[src/sv/ptd_pkg.sv]
// Package for the pod tube dynamics step block: constants, codes, types.
// No dependencies; compile first.
package ptd_pkg;

	localparam int TIME_SHIFT = 10;
	localparam int CFG_W      = 32;
	localparam int IDX_W      = 3;
	localparam int DIV_W      = 31;
	localparam int DIV_CNT_W  = $clog2(DIV_W);

	localparam logic signed [32:0] LS_MIN  = 33'sd131;
	localparam logic signed [32:0] LS_MAX  = 33'sd65536;
	localparam logic signed [31:0] POS_MIN = -32'sd655;

	typedef enum logic [IDX_W-1:0] {
		REG_DRAG_FACTOR  = 3'd0,
		REG_BRAKE_FACTOR = 3'd1,
		REG_PUSH_ACCEL   = 3'd2,
		REG_PUSH_END     = 3'd3,
		REG_TUBE_LENGTH  = 3'd4,
		REG_FID_START    = 3'd5,
		REG_FID_PITCH    = 3'd6,
		REG_FID_WIDTH    = 3'd7
	} reg_idx_t;

	typedef enum logic [3:0] {
		S_IDLE, S_SQ, S_HI, S_LO, S_BRK, S_SUM, S_UPD, S_DIV, S_FIN
	} state_t;

	typedef struct packed {
		logic             start;
		logic [DIV_W-1:0] dividend;
		logic [DIV_W-1:0] divisor;
	} div_req_t;

	typedef struct packed {
		logic             busy;
		logic             done;
		logic [DIV_W-1:0] rem;
	} div_res_t;

	function automatic logic signed [31:0] sat32(input logic signed [49:0] x);
		if (x > 50'sd2147483647)
			return 32'sh7FFFFFFF;
		else if (x < -50'sd2147483648)
			return 32'sh80000000;
		return x[31:0];
	endfunction

endpackage

[src/sv/ptd_if.sv]
// Channel interfaces for input ticks and result beats.
// Depends on nothing; compile after ptd_pkg.
interface ptd_in_if;
	logic               valid;
	logic               ready;
	logic               restart;
	logic               push_on_restart;
	logic [15:0]        brake_force;
	logic               low_speed_enable;
	logic signed [31:0] low_speed_target;

	modport source(output valid, restart, push_on_restart, brake_force,
		low_speed_enable, low_speed_target, input ready);
	modport sink(input valid, restart, push_on_restart, brake_force,
		low_speed_enable, low_speed_target, output ready);
endinterface

interface ptd_out_if;
	logic               valid;
	logic               ready;
	logic signed [31:0] position_out;
	logic signed [31:0] velocity_out;
	logic signed [31:0] accel_out;
	logic               fiducial_seen;
	logic               collided;

	modport source(output valid, position_out, velocity_out, accel_out,
		fiducial_seen, collided, input ready);
	modport sink(input valid, position_out, velocity_out, accel_out,
		fiducial_seen, collided, output ready);
endinterface

[src/sv/ptd_mul.sv]
// Shared 32x32 unsigned multiplier with registered product.
// No package dependencies.
module ptd_mul (
	input  logic        clk,
	input  logic [31:0] a,
	input  logic [31:0] b,
	output logic [63:0] prod_q
);
	always_ff @(posedge clk) begin
		prod_q <= 64'(a) * 64'(b);
	end
endmodule

[src/sv/ptd_div.sv]
// Bit-serial restoring remainder unit, one quotient bit per cycle.
// Depends on ptd_pkg for the request and result structs.
module ptd_div (
	input  logic              clk,
	input  logic              arst_n,
	input  ptd_pkg::div_req_t req,
	output ptd_pkg::div_res_t res
);
	import ptd_pkg::*;

	logic [DIV_W-1:0]     rem_q, dvd_q, dvs_q;
	logic [DIV_CNT_W-1:0] cnt_q;
	logic                 busy_q, done_q;
	logic [DIV_W:0]       trial;
	logic [DIV_W:0]       diff;

	assign trial = {rem_q, dvd_q[DIV_W-1]};
	assign diff  = trial - {1'b0, dvs_q};

	always_ff @(posedge clk or negedge arst_n) begin
		if (!arst_n) begin
			busy_q <= 1'b0;
			done_q <= 1'b0;
			cnt_q  <= '0;
		end else begin
			done_q <= 1'b0;
			if (req.start) begin
				busy_q <= 1'b1;
				cnt_q  <= DIV_CNT_W'(DIV_W - 1);
			end else if (busy_q) begin
				if (cnt_q == '0) begin
					busy_q <= 1'b0;
					done_q <= 1'b1;
				end
				cnt_q <= cnt_q - 1'b1;
			end
		end
	end

	always_ff @(posedge clk) begin
		if (req.start) begin
			rem_q <= '0;
			dvd_q <= req.dividend;
			dvs_q <= req.divisor;
		end else if (busy_q) begin
			// keep the trial only when the divisor does not fit
			rem_q <= diff[DIV_W] ? trial[DIV_W-1:0] : diff[DIV_W-1:0];
			dvd_q <= {dvd_q[DIV_W-2:0], 1'b0};
		end
	end

	assign res.busy = busy_q;
	assign res.done = done_q;
	assign res.rem  = rem_q;
endmodule

[src/sv/pod_tube_dynamics_step_top.sv]
// Top level of the pod tube dynamics step: sequencer, state and registers.
// Depends on ptd_pkg, ptd_if, ptd_mul and ptd_div.
//
//  channel  dir  beat contents
//  in_ch    in   restart, push_on_restart, brake_force, low_speed_*
//  out_ch   out  position_out, velocity_out, accel_out, fiducial_seen, collided
//  cfg_*    in   one register write per cycle with cfg_we high
//
// A normal tick runs from one accept to the next through four passes
// through the shared multiplier, a summing step, the Euler update, the
// remainder step (shift-subtract per dividend bit, then done) and write-back.
// Without a remainder (new position not past the first mark, or zero
// pitch) that step is skipped. Restart and collision ticks go to write-back.
// in_ch.ready is high only while the sequencer is idle; a result waiting on
// out_ch does not block the next accept, only the next write-back.
// Reset is asynchronous, clears the pod state and restores the configuration.
module pod_tube_dynamics_step_top (
	input  logic                          clk,
	input  logic                          arst_n,
	input  logic                          cfg_we,
	input  logic [ptd_pkg::IDX_W-1:0]     cfg_index,
	input  logic [ptd_pkg::CFG_W-1:0]     cfg_data,
	ptd_in_if.sink                        in_ch,
	ptd_out_if.source                     out_ch
);
	import ptd_pkg::*;

	// configuration
	logic [31:0]        drag_q, brkf_q;
	logic [30:0]        push_acc_q, tube_q, fstart_q, fpitch_q, fwidth_q;
	logic signed [31:0] push_end_q;

	// pod state
	logic signed [31:0] pos_q, vel_q, acc_q;
	logic               armed_q, fid_q;

	// latched tick and working values
	logic [15:0]        force_q;
	logic               lse_q;
	logic signed [31:0] tgt_q;
	logic [31:0]        v2_q;
	logic [63:0]        hp_q;
	logic [47:0]        drag_mag_q;
	logic               coll_q;

	// result register
	logic               ov_q, ofid_q, ocoll_q;
	logic signed [31:0] opos_q, ovel_q, oacc_q;

	state_t state_q, state_d;

	logic [31:0] mul_a, mul_b;
	logic [63:0] prod_q;
	div_req_t    dreq;
	div_res_t    dres;

	logic               accept, out_free;
	logic               collide_now;
	logic [31:0]        av;
	logic [63:0]        p_sum;
	logic signed [49:0] brake, low, total;
	logic signed [32:0] err;
	logic signed [31:0] new_pos, new_vel;
	logic signed [32:0] fid_off;
	logic [30:0]        rem_fix;

	ptd_mul u_mul (.clk(clk), .a(mul_a), .b(mul_b), .prod_q(prod_q));
	ptd_div u_div (.clk(clk), .arst_n(arst_n), .req(dreq), .res(dres));

	assign accept      = in_ch.valid && in_ch.ready;
	assign out_free    = !ov_q || out_ch.ready;
	assign collide_now = ($signed({pos_q[31], pos_q}) > $signed({2'b0, tube_q}))
		|| (pos_q < POS_MIN);
	assign av          = vel_q[31] ? 32'(-vel_q) : 32'(vel_q);
	assign p_sum       = hp_q + {32'b0, prod_q[63:32]};

	// brake opposes motion, none at rest
	always_comb begin
		brake = '0;
		if (vel_q > 0)
			brake = -$signed({18'b0, prod_q[47:16]});
		else if (vel_q < 0)
			brake = $signed({18'b0, prod_q[47:16]});
	end

	// low-speed loop, zero error takes the negative branch
	assign err = 33'(tgt_q) - 33'(vel_q);
	always_comb begin
		low = '0;
		if (lse_q) begin
			if (err > 0)
				low = 50'(err > LS_MAX ? LS_MAX : (err < LS_MIN ? LS_MIN : err));
			else
				low = 50'(err < -LS_MAX ? -LS_MAX : (err > -LS_MIN ? -LS_MIN : err));
		end
	end

	assign total = ((armed_q && pos_q < push_end_q) ? $signed({19'b0, push_acc_q}) : 50'sd0)
		- $signed({2'b0, drag_mag_q}) + brake + low;

	assign new_pos = sat32(50'(pos_q) + 50'(vel_q >>> TIME_SHIFT));
	assign new_vel = sat32(50'(vel_q) + 50'(acc_q >>> TIME_SHIFT));
	// offset of the new position from the first mark, valid in the update step
	assign fid_off = 33'(new_pos) - $signed({2'b0, fstart_q});
	assign rem_fix = (dres.rem == '0) ? fpitch_q : dres.rem;

	// multiplier operands per step
	always_comb begin
		mul_a = '0;
		mul_b = '0;
		case (state_q)
			S_SQ:  begin mul_a = av;              mul_b = av;     end
			S_HI:  begin mul_a = prod_q[63:32];   mul_b = drag_q; end
			S_LO:  begin mul_a = v2_q;            mul_b = drag_q; end
			S_BRK: begin mul_a = {16'b0, force_q}; mul_b = brkf_q; end
			default: ;
		endcase
	end

	always_comb begin
		dreq.start    = (state_q == S_UPD) && (fid_off > 0) && (fpitch_q != '0);
		dreq.dividend = fid_off[30:0];
		dreq.divisor  = fpitch_q;
	end

	always_ff @(posedge clk or negedge arst_n) begin
		if (!arst_n)
			state_q <= S_IDLE;
		else
			state_q <= state_d;
	end

	always_comb begin
		state_d     = state_q;
		in_ch.ready = 1'b0;
		unique case (state_q)
			S_IDLE: begin
				in_ch.ready = 1'b1;
				if (in_ch.valid) begin
					if (in_ch.restart || collide_now)
						state_d = S_FIN;
					else
						state_d = S_SQ;
				end
			end
			S_SQ:  state_d = S_HI;
			S_HI:  state_d = S_LO;
			S_LO:  state_d = S_BRK;
			S_BRK: state_d = S_SUM;
			S_SUM: state_d = S_UPD;
			S_UPD: state_d = dreq.start ? S_DIV : S_FIN;
			S_DIV: if (dres.done) state_d = S_FIN;
			S_FIN: if (out_free) state_d = S_IDLE;
			default: state_d = S_IDLE;
		endcase
	end

	// configuration writes
	always_ff @(posedge clk or negedge arst_n) begin
		if (!arst_n) begin
			drag_q     <= '0;
			brkf_q     <= '0;
			push_acc_q <= '0;
			push_end_q <= '0;
			tube_q     <= 31'h7FFFFFFF;
			fstart_q   <= '0;
			fpitch_q   <= 31'd65536;
			fwidth_q   <= '0;
		end else if (cfg_we) begin
			unique case (reg_idx_t'(cfg_index))
				REG_DRAG_FACTOR:  drag_q     <= cfg_data;
				REG_BRAKE_FACTOR: brkf_q     <= cfg_data;
				REG_PUSH_ACCEL:   push_acc_q <= cfg_data[30:0];
				REG_PUSH_END:     push_end_q <= $signed(cfg_data);
				REG_TUBE_LENGTH:  tube_q     <= cfg_data[30:0];
				REG_FID_START:    fstart_q   <= cfg_data[30:0];
				REG_FID_PITCH:    fpitch_q   <= cfg_data[30:0];
				REG_FID_WIDTH:    fwidth_q   <= cfg_data[30:0];
				default: ;
			endcase
		end
	end

	// pod state and sequencing of the datapath
	always_ff @(posedge clk or negedge arst_n) begin
		if (!arst_n) begin
			pos_q   <= '0;
			vel_q   <= '0;
			acc_q   <= '0;
			armed_q <= 1'b0;
			fid_q   <= 1'b0;
			coll_q  <= 1'b0;
			ov_q    <= 1'b0;
		end else begin
			// load a new beat, or drop the one just taken
			if (state_q == S_FIN && out_free)
				ov_q <= 1'b1;
			else if (ov_q && out_ch.ready)
				ov_q <= 1'b0;
			case (state_q)
				S_IDLE: if (accept) begin
					coll_q <= !in_ch.restart && collide_now;
					if (in_ch.restart) begin
						pos_q   <= '0;
						vel_q   <= '0;
						acc_q   <= '0;
						armed_q <= in_ch.push_on_restart;
						fid_q   <= 1'b0;
					end
				end
				S_SUM: begin
					acc_q <= sat32(total);
					// reaching the push end disarms the pusher
					if (armed_q && !(pos_q < push_end_q))
						armed_q <= 1'b0;
				end
				S_UPD: begin
					pos_q <= new_pos;
					vel_q <= new_vel;
					if (!(fid_off > 0))
						fid_q <= 1'b0;
					else if (fpitch_q == '0)
						fid_q <= fid_off[30:0] < fwidth_q;
				end
				S_DIV: if (dres.done) fid_q <= rem_fix < fwidth_q;
				default: ;
			endcase
		end
	end

	// tick operands and products; no reset needed
	always_ff @(posedge clk) begin
		if (accept) begin
			force_q <= in_ch.brake_force;
			lse_q   <= in_ch.low_speed_enable;
			tgt_q   <= in_ch.low_speed_target;
		end
		if (state_q == S_HI)
			v2_q <= prod_q[31:0];
		if (state_q == S_LO)
			hp_q <= prod_q;
		if (state_q == S_BRK)
			drag_mag_q <= p_sum[63:16];
		if (state_q == S_FIN && out_free) begin
			opos_q  <= pos_q;
			ovel_q  <= vel_q;
			oacc_q  <= acc_q;
			ofid_q  <= fid_q;
			ocoll_q <= coll_q;
		end
	end

	assign out_ch.valid         = ov_q;
	assign out_ch.position_out  = opos_q;
	assign out_ch.velocity_out  = ovel_q;
	assign out_ch.accel_out     = oacc_q;
	assign out_ch.fiducial_seen = ofid_q;
	assign out_ch.collided      = ocoll_q;

`ifndef NO_ASSERTIONS
	a_busy_after_accept: assert property (@(posedge clk) disable iff (!arst_n)
		accept |=> !in_ch.ready)
		else $error("block still ready after accepting a tick");

	a_div_in_div_state: assert property (@(posedge clk) disable iff (!arst_n)
		dres.done |-> state_q == S_DIV)
		else $error("remainder finished outside its step");

	a_frozen_on_collide: assert property (@(posedge clk) disable iff (!arst_n)
		(state_q == S_FIN && coll_q && out_free) |=>
		(out_ch.position_out == pos_q && out_ch.fiducial_seen == fid_q))
		else $error("collision beat does not repeat stored state");

	a_div_no_restart: assert property (@(posedge clk) disable iff (!arst_n)
		dres.busy |-> !dreq.start)
		else $error("remainder restarted while busy");
`endif
endmodule
[src/flat_wrapper.sv]
// flat-port wrapper written by rule: the top's interface ports become plain ports
module pod_tube_dynamics_step_top_flat import ptd_pkg::*;
  (clk, arst_n, cfg_we, cfg_index, cfg_data, in_ch_valid, in_ch_restart, in_ch_push_on_restart, in_ch_brake_force, in_ch_low_speed_enable, in_ch_low_speed_target, in_ch_ready, out_ch_valid, out_ch_position_out, out_ch_velocity_out, out_ch_accel_out, out_ch_fiducial_seen, out_ch_collided, out_ch_ready);
  ptd_in_if in_ch_i ();
  ptd_out_if out_ch_i ();
  input  logic clk;
  input  logic arst_n;
  input  logic cfg_we;
  input  logic [ptd_pkg::IDX_W-1:0] cfg_index;
  input  logic [ptd_pkg::CFG_W-1:0] cfg_data;
  input wire logic [$bits(in_ch_i.valid)-1:0] in_ch_valid;
  input wire logic [$bits(in_ch_i.restart)-1:0] in_ch_restart;
  input wire logic [$bits(in_ch_i.push_on_restart)-1:0] in_ch_push_on_restart;
  input wire logic [$bits(in_ch_i.brake_force)-1:0] in_ch_brake_force;
  input wire logic [$bits(in_ch_i.low_speed_enable)-1:0] in_ch_low_speed_enable;
  input wire logic [$bits(in_ch_i.low_speed_target)-1:0] in_ch_low_speed_target;
  output wire logic [$bits(in_ch_i.ready)-1:0] in_ch_ready;
  output wire logic [$bits(out_ch_i.valid)-1:0] out_ch_valid;
  output wire logic [$bits(out_ch_i.position_out)-1:0] out_ch_position_out;
  output wire logic [$bits(out_ch_i.velocity_out)-1:0] out_ch_velocity_out;
  output wire logic [$bits(out_ch_i.accel_out)-1:0] out_ch_accel_out;
  output wire logic [$bits(out_ch_i.fiducial_seen)-1:0] out_ch_fiducial_seen;
  output wire logic [$bits(out_ch_i.collided)-1:0] out_ch_collided;
  input wire logic [$bits(out_ch_i.ready)-1:0] out_ch_ready;
  assign in_ch_i.valid = in_ch_valid;
  assign in_ch_i.restart = in_ch_restart;
  assign in_ch_i.push_on_restart = in_ch_push_on_restart;
  assign in_ch_i.brake_force = in_ch_brake_force;
  assign in_ch_i.low_speed_enable = in_ch_low_speed_enable;
  assign in_ch_i.low_speed_target = in_ch_low_speed_target;
  assign in_ch_ready = in_ch_i.ready;
  assign out_ch_valid = out_ch_i.valid;
  assign out_ch_position_out = out_ch_i.position_out;
  assign out_ch_velocity_out = out_ch_i.velocity_out;
  assign out_ch_accel_out = out_ch_i.accel_out;
  assign out_ch_fiducial_seen = out_ch_i.fiducial_seen;
  assign out_ch_collided = out_ch_i.collided;
  assign out_ch_i.ready = out_ch_ready;
  pod_tube_dynamics_step_top u_core (.clk(clk), .arst_n(arst_n), .cfg_we(cfg_we), .cfg_index(cfg_index), .cfg_data(cfg_data), .in_ch(in_ch_i), .out_ch(out_ch_i));
endmodule
[config.mk]
export PLATFORM = sky130hd
export DESIGN_NAME = pod_tube_dynamics_step_top_flat
export DESIGN_NICKNAME = d
export VERILOG_FILES = /design/src/sv/ptd_pkg.sv /design/src/sv/ptd_if.sv /design/src/sv/ptd_mul.sv /design/src/sv/ptd_div.sv /design/src/sv/pod_tube_dynamics_step_top.sv /design/src/flat_wrapper.sv
export SDC_FILE = /design/constraint.sdc
export NUM_CORES = 2
export LEC_CHECK = 0
export ABC_AREA = 1
export BUFFER_PORTS_ARGS = -buffer_cell sky130_fd_sc_hd__buf_2
export CORE_UTILIZATION = 59
export CTS_CLUSTER_SIZE = 30
export DETAILED_ROUTE_END_ITERATION = 6
export PLACE_DENSITY = 0.79
export RECOVER_POWER = 50
export SETUP_SLACK_MARGIN = 0.4
export SYNTH_ARGS = -nofsm -noshare
export SYNTH_HDL_FRONTEND = slang
export SYNTH_HIERARCHICAL = 1
export SYNTH_SLANG_ARGS = --single-unit
[constraint.sdc]
create_clock -name clk -period 8.5 [get_ports clk]
set_input_delay 0.425 -clock clk [delete_from_list [all_inputs] [get_ports clk]]
set_output_delay 0.425 -clock clk [all_outputs]
set_load 0.01 [all_outputs]
==> run summary <==
Ys Warns: 6
vias in the first global route: 84.1k
reg-to-reg endpoint: u_core/acc_q[7]
cell family with most CP delay: simple AND/OR/NAND/NOR gates
post-synthesis net count: 13.5k
Total Nets Final: 14.5k
most frequent cells in the layout: nand2_1 (3,151), inv_1 (2,699), fa_1 (896)
Worst setup EP type: flop
DRT iter0 DRCs: 9,164
die height: 392 um
Max Freq: 0.112 GHz
Non-Filler Instances: 14.9k
Fin Setup TNS: -17.15 ns
antenna-violating nets left: 0
Total GRT Usage: 43.7%
WHS Endpoint: u_core/fwidth_q[29]
Detailed Route WL: 338,000 um
post-synthesis cell count: 11.8k
M2 GR Usage: 66.9%
Final WS setup: -0.437 ns
initial core utilization: 59.7%
slowest CP cell: fa_1
num ports: 191
Chip Width: 392 um
# clock sinks: 810
Placed Cells incl. Taps: 14.4k
most common cell after layout, fill and taps aside: nand2_1
fin. max-slew vios: 0
total gr overflow: 0
DRC viols: 5
TritonCTS Buffers: 93
flop2flop setup slack: -0.44 ns
CTS tree: yes
pre-CTS setup slack: -0.563 ns
Hold/Removal Path Class: primary input to flop
GP Congestion: 1.04
final hold vios: 0
startpoint types: flop
RSZ-0062 raised after global routing: true
H-tree levels: 3
# rows: 142
largest stage delay on the critical path: 0.49 ns
Mapped Area: 89,700 sq um
share of cells above drive strength 1: 17.7%
clk_lat worst skew: 0.76 ns
normalized max-slew margin: 15.8%
crit path max fanout: 5
final setup fails: 68
met3 GRT Util: 8.97%
Final Util: 72.3%
measured slew at the worst slew-check pin: 1.25 ns
initial antenna violation count: 12
area grow syn2layout: 21.2%
Clock Path Buffers: 3
IO Port Bufs: 190
final worst path period share: 105%
final worst path period need: 8.94 ns
clock slew seen by the registers of the worst setup and hold paths: 0.07 ns
failing checks: design-rule violations, negative setup slack
Mapped Avg Cell Area: 7.57 sq um
largest net degree at the start of global routing: 166
die area: 154,000 sq um
CP Buf/Inv Count: 13
met1 GRT Util: 55.5%
global routing's busiest layer: met2
hold path startpoint: cfg_data[29]
CP most frequent cell: buf_4
outcome: complete, but fails checks
R2R depth: 51
DR vias: 84.6k
hpwl dp: 264,000 um
WS Path Type: flop to flop
root cell of the clock tree: clkbuf_16
Reg2Reg Launch Point: u_core/pos_q[3]
WL/cell: 22.7 um
Max Cap Viol: 0
DRT Pass-1 Iters: 7
Vias per Instance: 5.69
Crit path arrival time: 9.60 ns
required time of the critical path: 9.16 ns
worst clock skew: 0.0635 ns
core box area: 150,000 sq um
Hold Path Stages: 3
first-pass GRT wire length: 501,000 um
[routing by layer]
metal / vias up / part of all wire, %
met1: 40400 / 37
met3: 1350 / 11
met2: 5070 / 44
li1: 37800 / -
met5: - / 0.0092
met4: 4 / 8.4
[state kept, by name, summed over array words and instances, names as in the netlist, 32 cells and up]
name and cells:
u_core/push_end_q 32, u_core/drag_mag_q 48, u_core/tgt_q 32, u_core/hp_q 64, u_core/out_ch.accel_out 32, u_core/brkf_q 32, u_core/out_ch.velocity_out 32, u_core/drag_q 32
u_core/pos_q 32, u_core/acc_q 32, u_core/v2_q 32, u_core/vel_q 32, u_core/u_mul/prod_q 64, u_core/out_ch.position_out 32
[area by class of cell]
| type | count | area, sq um |
|---|---|---|
| Fill cell | 11600 | 41600 |
| Sequential cell | 810 | 21600 |
| Clock buffer | 121 | 2550 |
| Timing Repair Buffer | 1169 | 10400 |
| Tap cell | 2016 | 2520 |
| Inverter | 2851 | 10800 |
| Multi-Input combinational cell | 7846 | 60300 |
| Clock inverter | 53 | 627 |
| Antenna cell | 10 | 25.0 |
[worst min-delay path, delay by kind of cell]
kind | cells | cell delay, ns
simple gates | 1 | 0.08
compound gates | 1 | 0.08
buf+inv | 1 | 0.14
[through the flow]
stage / area (sq um) / hold slack (ns)
6_report: 109000 / 0.0618
5_1_grt: 109000 / 0.0229
4_1_cts: 107000 / 0.0177
3_5_place_dp: 98700 / 0.431
3_3_place_gp: 98700 / 0.422
2_1_floorplan: 89700 / 0.129
[worst max-delay path by stage]
stage               startpoint  slack [ns]  cells after the start                      end
2_1_floorplan  u_core/vel_q[2]        0.43                     42  u_core/u_mul/prod_q[60]
3_3_place_gp   u_core/vel_q[0]       -0.53                     43  u_core/u_mul/prod_q[63]
3_5_place_dp   u_core/vel_q[0]       -0.56                     43  u_core/u_mul/prod_q[63]
4_1_cts        u_core/vel_q[1]       -0.01                     43  u_core/u_mul/prod_q[56]
5_1_grt        u_core/pos_q[3]       -0.58                     52          u_core/acc_q[7]
6_report       u_core/pos_q[3]       -0.44                     51          u_core/acc_q[7]
[what timing repair did]
item	4_1_cts	5_1_grt
setup endpoints to repair	89	222
resized for setup	776	401
hold buffers	82	0
endpoints found under the hold margin	199	0
pin swaps	422	233
buffers inserted	111	58
gates cloned	8	1
Power is left out: the tool's default activity adds up to more than one toggle a clock period on the data nets, which glitch-free logic cannot reach.
